==> config.mk <==
export PLATFORM = sky130hd
export DESIGN_NAME = ognq_mask
export DESIGN_NICKNAME = d
export VERILOG_FILES = /design/src/ognq_pkg.sv /design/src/ognq_mask.sv
export SDC_FILE = /design/constraint.sdc
export NUM_CORES = 1
export LEC_CHECK = 0
export BUFFER_PORTS_ARGS = -buffer_cell sky130_fd_sc_hd__clkbuf_2
export CAP_MARGIN = 15
export CORE_UTILIZATION = 35
export DETAILED_ROUTE_END_ITERATION = 10
export SYNTH_ARGS = -nofsm -noshare
export SYNTH_HDL_FRONTEND = slang
export SYNTH_SLANG_ARGS = --single-unit
==> constraint.sdc <==
create_clock -name vclk -period 3.8
set_input_delay 0.38 -clock vclk [all_inputs]
set_output_delay 0.38 -clock vclk [all_outputs]
set_load 0.02 [all_outputs]
==> src/ognq_pkg.sv <==
// Shared types and constants of the occupancy grid neighbor query block.
// No dependencies; ognq_mask and the top level refer to it by scoped names.
`timescale 1ns / 1ps

package ognq_pkg;

  // Operation carried by each input beat. Codes 6 and 7 answer like a read.
  typedef enum logic [2:0] {
    MODE_BLOCK    = 3'd0,
    MODE_UNBLOCK  = 3'd1,
    MODE_SET_MARK = 3'd2,
    MODE_READ     = 3'd3,
    MODE_LOAD     = 3'd4,
    MODE_QUERY    = 3'd5
  } mode_e;

  // Configuration register indexes.
  typedef enum logic [1:0] {
    CFG_GRID_WIDTH  = 2'd0,
    CFG_GRID_HEIGHT = 2'd1,
    CFG_DIAG_ENABLE = 2'd2
  } cfg_idx_e;

  localparam int unsigned CFG_DATA_W = 7;
  localparam int unsigned CFG_IDX_W  = 2;

  localparam logic [6:0] GRID_WIDTH_RST  = 7'd64;
  localparam logic [6:0] GRID_HEIGHT_RST = 7'd64;

  localparam logic [7:0] BLANK_MARK = 8'h20;

  // Which neighbors of the addressed cell lie inside the grid in use.
  typedef struct packed {
    logic diag_en;
    logic left;
    logic right;
    logic up;
    logic down;
  } nbr_flags_t;

endpackage

==> src/ognq_mask.sv <==
// Open-neighbor mask from the three blocked-bit rows around the addressed cell.
// Depends on ognq_pkg for the neighbor flag struct.
`timescale 1ns / 1ps

module ognq_mask #(
  parameter int unsigned MAX_WIDTH = 64
) (
  input  ognq_pkg::nbr_flags_t           flags_i,
  input  logic [$clog2(MAX_WIDTH)-1:0]   col_i,
  input  logic [MAX_WIDTH-1:0]           up_row_i,
  input  logic [MAX_WIDTH-1:0]           mid_row_i,
  input  logic [MAX_WIDTH-1:0]           dn_row_i,
  output logic [7:0]                     mask_o
);

  localparam int unsigned CW = $clog2(MAX_WIDTH);

  logic [CW-1:0] col_l;
  logic [CW-1:0] col_r;
  logic          diag;

  assign col_l = col_i - CW'(1);
  assign col_r = col_i + CW'(1);
  assign diag  = flags_i.diag_en;

  // Bit order: four diagonals, then below, above, left, right.
  assign mask_o[0] = diag & flags_i.right & flags_i.down & ~dn_row_i[col_r];
  assign mask_o[1] = diag & flags_i.right & flags_i.up   & ~up_row_i[col_r];
  assign mask_o[2] = diag & flags_i.left  & flags_i.up   & ~up_row_i[col_l];
  assign mask_o[3] = diag & flags_i.left  & flags_i.down & ~dn_row_i[col_l];
  assign mask_o[4] = flags_i.down  & ~dn_row_i[col_i];
  assign mask_o[5] = flags_i.up    & ~up_row_i[col_i];
  assign mask_o[6] = flags_i.left  & ~mid_row_i[col_l];
  assign mask_o[7] = flags_i.right & ~mid_row_i[col_r];

endmodule

# Yosys cells after proc, flatten, opt, wreduce, memory -nomap -nowiden
# Index checks and enable logic that the tools add are counted.
# classes
add_sub_neg	2
n_lt_le_gt_ge	3
muxes	16
bitwise	22
# op_table
op	n
1-bit binary-select mux with 6-bit select	8
6-bit by 7-bit < comparator with 1-bit output, second input constant	3
1-bit bitwise AND	14
1-bit 2-to-1 mux	8
1-bit inverter	8
6-bit by 1-bit adder with 6-bit output, second input constant	1
6-bit by 1-bit subtractor with 6-bit output, second input constant	1
# word_totals
reg_bits	0
input_bits	203
out_inout_bits	8
elab_cells	43

# Depth between registers and ports, before layout
# Gate-level depths: netlist of run 1.
# depth
depth_word	5
mapped_depth	14
mapped_depth_nobuf	8

# Worst setup path before layout of run 1
# OpenSTA, ideal clock, no wires.
# synth_timing
path_type	input -> output
from	in col_i[1]
to	out mask_o[7]
t_arrival_ps	3137
t_required_ps	3420
setup_slack_ps	283
cell_stages	11
path_buffers	5
cell_sequence	buf_4 buf_4 buf_4 inv_1 ha_1 buf_2 clkbuf_1 mux4_2 mux4_2 mux2_2 a21oi_1
# synth_between
elab_chain_cells	5
# synth_lines
element	line	text
start: declaration	ognq_mask.sv:9	input logic [$clog2(MAX_WIDTH)-1:0] col_i,
6-bit by 1-bit adder with 6-bit output	ognq_mask.sv:23	assign col_r = col_i + CW'(1);
1-bit binary-select mux with 6-bit select	ognq_mask.sv:34	assign mask_o[7] = flags_i.right & ~mid_row_i[col_r];
1-bit 2-to-1 mux (not written as such)	ognq_mask.sv:34	
1-bit inverter	ognq_mask.sv:34	
1-bit bitwise AND	ognq_mask.sv:34	
end: declaration	ognq_mask.sv:13	output logic [7:0] mask_o
# No other way between the ends. The select of a mux whose other input is x is not followed.

# Worst setup path after layout of run 1
# layout_timing
from	in col_i[0]
to	out mask_o[1]
# layout_between
elab_chain_cells	5
# layout_lines
element	line	text
6-bit by 1-bit adder with 6-bit output	ognq_mask.sv:23	
1-bit binary-select mux with 6-bit select	ognq_mask.sv:28	assign mask_o[1] = diag & flags_i.right & flags_i.up & ~up_row_i[col_r];
1-bit 2-to-1 mux (not written as such)	ognq_mask.sv:28	
1-bit inverter	ognq_mask.sv:28	
1-bit bitwise AND	ognq_mask.sv:28	
# No other way between the ends. The select of a mux whose other input is x is not followed.

==> results of run 1 <==
-- cell usage after synthesis, types with 2 or more instances --
cell type / instances / area share, %
a2111oi_0: 2 / 0.39
a211oi_1: 2 / 0.33
a21oi_1: 6 / 0.67
a22oi_1: 2 / 0.33
buf_1: 6 / 0.50
buf_2: 19 / 2.1
buf_4: 9 / 1.5
buf_6: 3 / 0.75
clkbuf_1: 8 / 0.67
ha_1: 2 / 0.55
inv_1: 4 / 0.33
mux2_2: 3 / 0.75
mux2i_1: 19 / 4.2
mux4_2: 143 / 71
nand2_1: 19 / 1.6
nand2b_1: 2 / 0.28
nand3_1: 15 / 1.7
nor2_1: 27 / 2.2
nor2b_1: 3 / 0.42
nor3_1: 5 / 0.55
o2111a_1: 2 / 0.50
o211ai_1: 2 / 0.33
o21ai_0: 4 / 0.44
o22a_1: 5 / 0.97
o22ai_1: 7 / 0.97
o31ai_1: 2 / 0.33
or3_1: 2 / 0.28
xnor2_1: 6 / 1.2
xor2_1: 4 / 0.78
-- worst max-delay path: stages --
cell and delay (ns):
buf_6 0.11, buf_4 0.24, buf_4 0.37, mux4_2 0.56
mux4_1 0.53, mux2i_1 0.20, o2111a_1 0.19, clkbuf_2 0.19
-- cell families after synthesis --
family | share of synthesized area [%]
and+or+nand+nor | 8.17
xor gates and xnor gates | 1.94
adders and majority gates | 0.554
muxes | 76.9
buffers and inverters | 5.85
AOI/OAI and AO/OA | 6.62
-- per-stage QoR --
step	power (W)	utilization, %	instance area (µm²)	hold slack [ns]	worst slack (ns)
after floorplan	0.000559	-	4520	0.907	0.283
after global placement	0.000831	45.6	5760	1.13	0.646
after detailed placement	0.000842	45.6	5760	1.10	0.591
after CTS	0.000847	45.6	5760	1.10	0.601
after global routing	0.000904	45.6	5760	1.13	0.469
final	0.000843	45.6	5760	1.10	0.653
-- area by class of cell --
class	count	area, µm²	share of cell area [%]
Multi-Input combinational cell	298	4290	74.4
Timing Repair Buffer	230	1240	21.6
Inverter	4	15.0	0.261
Tap cell	172	215	3.74
-- cells in the final DEF, fill, tap and decap left out, types with 4 or more instances in the layout --
cell type / instances
nor2_1: 27
o21ai_0: 4
inv_1: 4
mux4_2: 143
nor3_1: 5
mux2i_1: 19
nand2_1: 19
nand3_1: 15
o22ai_1: 7
clkbuf_2: 210
xnor2_1: 5
o22a_1: 5
buf_4: 16
a21oi_1: 6
-- power groups by stage --
stage | Sequential [W] | Combinational [W] | Clock [W]
3_3_place_gp | 0 | 0.000831 | 0
5_1_grt | 0 | 0.000904 | 0
3_5_place_dp | 0 | 0.000842 | 0
6_report | 0 | 0.000843 | 0
4_1_cts | 0 | 0.000847 | 0
2_1_floorplan | 0 | 0.000559 | 0
-- metal layers --
metal | wire [µm] | up-vias | global-route usage (%)
met3 | 1160 | 24 | 1.46
met2 | 7850 | 291 | 41.8
met1 | 6430 | 2284 | 33.2
li1 | - | 1936 | -
met4 | 231 | 0 | 3.12
met5 | 0 | - | 0
-- worst paths after layout --
path	startpoint	slack, ns	to	cells after the start
max	col_i[0]	0.65	mask_o[1]	8
min	flags_i[2]	1.10	mask_o[7]	4
==> metrics, run 1 <==
leakage=2.36 nW; Starting Density=35.8%; routed wire length=between 15000 and 20000 µm; Cell Int Power=0.000463 W; switching portion of total power=between 40% and 50%; Post-CTS Setup Inserts=0; ant diodes=0; synth unique cells=43; ratio of cells with drive above 1 in the final layout=71.8%; largest net degree at the start of global routing=73; CORE AREA=12600 µm²; Final nets=roughly 740; total iterations of the first detailed-routing run=5; RSZ-0062 raised after global routing=no; fmax=318 MHz; Critical Path Fanout Max=22; GRT overflow=0; Reg power frac=0%; NetSw=approximately 0.00038 W; die width=116 µm; seq_cells=0; placed cell count=704; worst vdd ir=0.0000593 V; Slew headroom=51.2%; row cnt=41; via count=4535; vias per cell=roughly 6.4; Final Max Tran Viols=0; antenna-violating nets left=0; Tightest Pin Transition=0.728 ns; CTS Hold Bufs=0; minimum clock period=between 3 and 4 ns; die footprint=13400 µm²; Setup crit start kind=input pin; critical path arrival=2.77 ns; first-pass GRT wire length=24700 µm; vias in the first global route=4540; final setup vio count=0; Finished Layout Cells=704; Cells after Synth=347; Max-cap violations=0; gr usage total=23.8%; status=finished, final reports clean; # DRC=0; initial antenna violation count=0; combinational power share=100.0%; Synth Warn #=0; Area Growth Syn to Fin=27.5%; RD Place Congestion=0.905; final cycle utilization of the critical path=roughly 83%; PortBufs=~210; CLK BUF=0; synthesized area=4520 µm²; TNS Setup=0 ns; hpwl dp=12900 µm; Hold WC Path Type=in2out; Net Count, Synth=approximately 550; Synth Area per Inst=13.0 µm²; # IOs=211; Clock power frac=0%; FF+latch area=0 µm²; Chip Height=116 µm; Final Hold Vio Count=0; post-synthesis sequential area ratio=0%; wire per inst=22.3 µm; Worst EP required=3.42 ns; Crit Path Class=in2out; fill cell count=1203; PostCTS Resize Cnt=0; PD cells=146 nW/µm²; crit end category=output port; initial DRC count=403
Power figures use the tool's default switching activity.
==> run 2: changes to the inputs <==
==> constraint.sdc (replaced) <==
create_clock -name vclk -period 3.15
set_input_delay 0.315 -clock vclk [all_inputs]
set_output_delay 0.315 -clock vclk [all_outputs]
set_load 0.02 [all_outputs]
==> run 2 against run 1 <==
Sequential share of layout area did not move. Global-route usage fell by 0.46 points. Wire length rose by 0.17%.
==> metrics, run 2 (synthesized netlist as in run 1, its figures left out) <==
die footprint=13400 µm² (unchanged); commonest cells after routing, fill and taps aside=clkbuf_2, mux4_2, nor2_1 (unchanged); fmax=334 MHz; CLK BUF=0 (unchanged); CP Cell Sequence=clkbuf_2 > buf_4 > or3_1 > nor2b_1 > o22ai_1 > nand2_1 > a2111oi_1 > buf_4 > nor3_2 > clkbuf_2 (was buf_6 > buf_4 > buf_4 > mux4_2 > mux4_1 > mux2i_1 > o2111a_1 > clkbuf_2); ratio of cells with drive above 1 in the final layout=72.8% (was 71.8%); Hold WC Path Type=in2out (unchanged); worst hold margin=0.998 ns (was 1.10 ns); vias per cell=6.33 (was 6.44); Worst Path Buf+Inv=4 (unchanged); most common cell after layout, fill and taps aside=clkbuf_2 (unchanged); Worst EP required=2.83 ns (was 3.42 ns); crit end category=output port (unchanged); # IOs=211 (unchanged); largest net degree at the start of global routing=66 (was 73); pre-CTS setup slack=0.138 ns (was 0.591 ns); seq_cells=0 (unchanged); PD cells=179 nW/µm² (was 146 nW/µm²); routed wire length=15700 µm (about the same); worst vdd ir=0.0000693 V (was 0.0000593 V); initial DRC count=477 (was 403); first-pass GRT wire length=23700 µm (was 24700 µm); Crit Path Class=in2out (unchanged); final worst slack=0.158 ns (was 0.653 ns); Final Max Tran Viols=0 (unchanged); final cycle utilization of the critical path=95.0%; Critical Path Fanout Max=15 (was 22); die width=116 µm (unchanged); Tightest Pin Transition=0.673 ns (was 0.728 ns); hpwl dp=13300 µm (was 12900 µm); RD Place Congestion=0.865 (was 0.905); CORE AREA=12600 µm² (unchanged); critical path arrival=2.68 ns (was 2.77 ns); antenna-violating nets left=0 (unchanged); final setup vio count=0 (unchanged); GRT overflow=0 (unchanged); minimum clock period=2.99 ns; CP Depth=10 (was 8); Starting Density=35.8% (unchanged); wire per inst=21.9 µm (was 22.3 µm); vias in the first global route=4516 (was 4540); worst setup path startpoint=col_i[1] (was col_i[0]); TNS Setup=0 ns (unchanged); beginning of the worst hold path=flags_i[4] (was flags_i[2]); Chip Height=116 µm (unchanged); Final Hold Vio Count=0 (unchanged); gr usage total=23.3% (was 23.8%); status=finished, final reports clean (unchanged); area of the multi-input gates=4290 µm² (about the same); # DRC=0 (unchanged); Max-cap violations=0 (unchanged); initial antenna violation count=0 (unchanged); Final nets=752 (was 739); CP top delay family=simple AND/OR/NAND/NOR gates (was multiplexers); total iterations of the first detailed-routing run=5 (unchanged); leakage=2.44 nW (was 2.36 nW); row cnt=41 (unchanged); Critical Path End=mask_o[3] (was mask_o[1]); Slew headroom=55.1% (was 51.2%); via count=4540 (was 4535); RSZ-0062 raised after global routing=no (unchanged); FF+latch area=0 µm² (unchanged); PortBufs=211 (unchanged); Area Growth Syn to Fin=30.7% (was 27.5%); Slowest Stage Delay on Critical Path=0.52 ns (was 0.56 ns); fill cell count=1190 (was 1203); critical path's slowest cell=a2111oi_1 (was mux4_2); ant diodes=0 (unchanged); Setup crit start kind=input pin (unchanged)
-- run 2: worst min-delay path by stage --
stage | depth (start not counted) | slack (ns) | endpoint
6_report | 4 | 1.0 | mask_o[3]
4_1_cts | 4 | 1.0 | mask_o[3]
3_3_place_gp | 4 | 1.0 | mask_o[3]
3_5_place_dp | 4 | 1.0 | mask_o[3]
2_1_floorplan | 2 | 0.76 | mask_o[2]
5_1_grt | 4 | 1.02 | mask_o[3]
-- run 2: repair_timing --
item	CTS	global route
setup buffers	0	0
hold buffers	0	0
resized for setup	0	1
setup endpoints to repair	0	1
-- run 2: routing by layer --
metal  global-route usage [%]  share of wire (%)  wire length [µm]  up-vias
met4                     3.46                1.6               252        0
met2                     42.3                 52              8100      304
li1                         -                  -                 -     1956
met5                        0                  0                 0        -
met1                     30.3                 37              5810     2260
met3                     2.93                9.8              1540       20
-- run 2: cell type report --
type                       instances  share of cell area [%]
inverter                           4                   0.254
tap                              172                    3.65
timing repair buffer             243                    23.3
multi-input combinational        298                    72.8
-- run 2: metrics by stage --
stage                     cell area [µm²]  total power (W)  util (%)  cells
final                                5900          0.00106      46.8    717
after global routing                 5900          0.00113      46.8    717
after CTS                            5900          0.00106      46.8    717
after detailed placement             5900          0.00105      46.8    717
after global placement               5900          0.00104      46.8    717
after floorplan                      4530         0.000679         -    347
-- run 2: power by group --
group / total (W) / switching (W) / internal (W)
clock: 0 / 0 / 0
sequential: 0 / 0 / 0
combinational: 0.00106 / 0.000470 / 0.000587
==> run 3: changes to the inputs <==
--- a/config.mk
+++ b/config.mk
@@ -7,8 +7,10 @@
 export LEC_CHECK = 0
 export BUFFER_PORTS_ARGS = -buffer_cell sky130_fd_sc_hd__clkbuf_2
 export CAP_MARGIN = 15
-export CORE_UTILIZATION = 35
+export CORE_UTILIZATION = 45
 export DETAILED_ROUTE_END_ITERATION = 10
+export PLACE_DENSITY = 0.81
+export RECOVER_POWER = 50
 export SYNTH_ARGS = -nofsm -noshare
 export SYNTH_HDL_FRONTEND = slang
 export SYNTH_SLANG_ARGS = --single-unit
==> constraint.sdc (replaced) <==
create_clock -name vclk -period 2.7
set_input_delay 0.27 -clock vclk [all_inputs]
set_output_delay 0.27 -clock vclk [all_outputs]
set_load 0.02 [all_outputs]
==> run 3 against run 2 <==
Sequential cell count unchanged. Highest routed layer unchanged. Final area increased by 7.9%. Critical path depth increased by 5. Wire length increased by 7.4%. Critical endpoint is now mask_o[2].
==> metrics, run 3 (synthesized netlist as in run 1, its figures left out) <==
# DRC=0 (unchanged); CORE AREA=9730 µm² (was 12600 µm²); Final Max Tran Viols=0 (unchanged); CP top delay family=buffers and inverters (was simple AND/OR/NAND/NOR gates); Slew headroom=58.8% (was 55.1%); final cycle utilization of the critical path=98.2%; largest net degree at the start of global routing=54 (was 66); commonest cells after routing, fill and taps aside=clkbuf_2, mux4_2, buf_4 (was clkbuf_2, mux4_2, nor2_1); gr usage total=29.6% (was 23.3%); hpwl dp=13100 µm (was 13300 µm); Critical Path Fanout Max=7 (was 15); PD cells=217 nW/µm² (was 179 nW/µm²); hold path depth=4 (unchanged); CLK BUF=0 (unchanged); Cell Int Power=0.000789 W (was 0.000587 W); CP Depth=15 (was 10); Worst EP required=2.43 ns (was 2.83 ns); RD Place Congestion=0.960 (was 0.865); Setup crit start kind=input pin (unchanged); initial DRC count=485 (was 477); FF+latch area=0 µm² (unchanged); Clock power frac=0% (about the same); critical path arrival=2.38 ns (was 2.68 ns); Starting Density=46.4% (was 35.8%); fill cell count=741 (was 1190); crit end category=output port (unchanged); leakage=2.70 nW (was 2.44 nW); # IOs=211 (unchanged); CP Cell Sequence=buf_12 > inv_2 > ha_4 > buf_12 > buf_12 > buf_4 > buf_4 > mux4_2 > nand2_1 > nand3_1 > nand2_1 > a2111oi_4 > buf_4 > nor3_2 > clkbuf_2 (was clkbuf_2 > buf_4 > or3_1 > nor2b_1 > o22ai_1 > nand2_1 > a2111oi_1 > buf_4 > nor3_2 > clkbuf_2); routed wire length=16900 µm (was 15700 µm); pre-CTS setup slack=-0.0344 ns (was 0.138 ns); Slowest Stage Delay on Critical Path=0.32 ns (was 0.52 ns); vias in the first global route=4740 (was 4516); initial antenna violation count=0 (unchanged); ant diodes=0 (unchanged); wire per inst=23.6 µm (was 21.9 µm); worst hold margin=0.918 ns (was 0.998 ns); Worst Path Buf+Inv=8 (was 4); final setup vio count=0 (unchanged); Chip Height=102 µm (was 116 µm); Tightest Pin Transition=0.617 ns (was 0.673 ns); fmax=377 MHz; row cnt=36 (was 41); worst vdd ir=0.000100 V (was 0.0000693 V); Max-cap violations=0 (unchanged); final worst slack=0.0478 ns (was 0.158 ns); Reg power frac=0% (about the same); ratio of cells with drive above 1 in the final layout=76.1% (was 72.8%); Final Hold Vio Count=0 (unchanged); Hold WC Path Type=in2out (unchanged); PortBufs=211 (unchanged); Final nets=788 (was 752); total iterations of the first detailed-routing run=5 (unchanged); switching portion of total power=43.0% (was 44.5%); first-pass GRT wire length=23800 µm (was 23700 µm); most common cell after layout, fill and taps aside=clkbuf_2 (unchanged); status=finished, final reports clean (unchanged); placed cell count=697 (was 717); critical path's slowest cell=a2111oi_4 (was a2111oi_1); CTS Hold Bufs=0 (unchanged); die width=102 µm (was 116 µm); die footprint=10400 µm² (was 13400 µm²); antenna-violating nets left=0 (unchanged); seq_cells=0 (unchanged); Area Growth Syn to Fin=41.0% (was 30.7%); Finished Layout Cells=714 (was 717); minimum clock period=2.65 ns; via count=4936 (was 4540); GRT overflow=0 (unchanged); vias per cell=6.91 (was 6.33); NetSw=0.000595 W (was 0.000470 W); combinational power share=100.0% (about the same); Crit Path Class=in2out (unchanged)
-- run 3: cell count changes in the layout (fill, tap and decap cells not counted), sizes merged --
| cell | delta |
|---|---|
| buf | +33 |
| clkbuf | +3 |
-- run 3: final timing paths --
kind	start	to	slack, ns
setup / recovery	col_i[0]	mask_o[2]	0.05
hold / removal	flags_i[4]	mask_o[3]	0.92
-- run 3: cell type report --
class / count / area [µm²] / area share, %
inverter: 4 / 17.5 / 0.275
multi-input combinational: 298 / 4350 / 68.2
tap: 133 / 166 / 2.61
timing repair buffer: 279 / 1840 / 28.9
-- run 3: worst min-delay path, stage by stage --
cell and delay [ns]:
clkbuf_2 0.10, nand3_1 0.08, nor3_2 0.04, clkbuf_2 0.16
-- run 3: timing repair --
action,4_1_cts,5_1_grt
gates resized for setup,1,21
setup endpoints to repair,1,8
pin swaps,0,2
setup buffers,0,11
cloned,0,6
-- run 3: layer usage --
metal  up-vias  wire length (µm)  track usage (%)
li1       2038                 -                -
met1      2418              5920             38.1
met2       414              8600             52.1
met3        66              1760             4.38
met4         0               585             8.79
met5         -                 0                0
-- run 3: power groups by stage --
stage / Sequential [W] / Combinational [W] / Clock [W]
5_1_grt: 0 / 0.00146 / 0
3_3_place_gp: 0 / 0.00121 / 0
3_5_place_dp: 0 / 0.00125 / 0
2_1_floorplan: 0 / 0.000822 / 0
4_1_cts: 0 / 0.00125 / 0
6_report: 0 / 0.00138 / 0
-- run 3: through the flow --
stage	area (µm²)	TNS [ns]	util (%)	total power [W]
3_5_place_dp	6020	-0.0344	61.9	0.00125
5_1_grt	6370	-0.0290	65.4	0.00146
2_1_floorplan	4640	0	-	0.000822
6_report	6370	0	65.4	0.00138
3_3_place_gp	6020	-0.0877	61.9	0.00121
4_1_cts	6020	0	61.9	0.00125
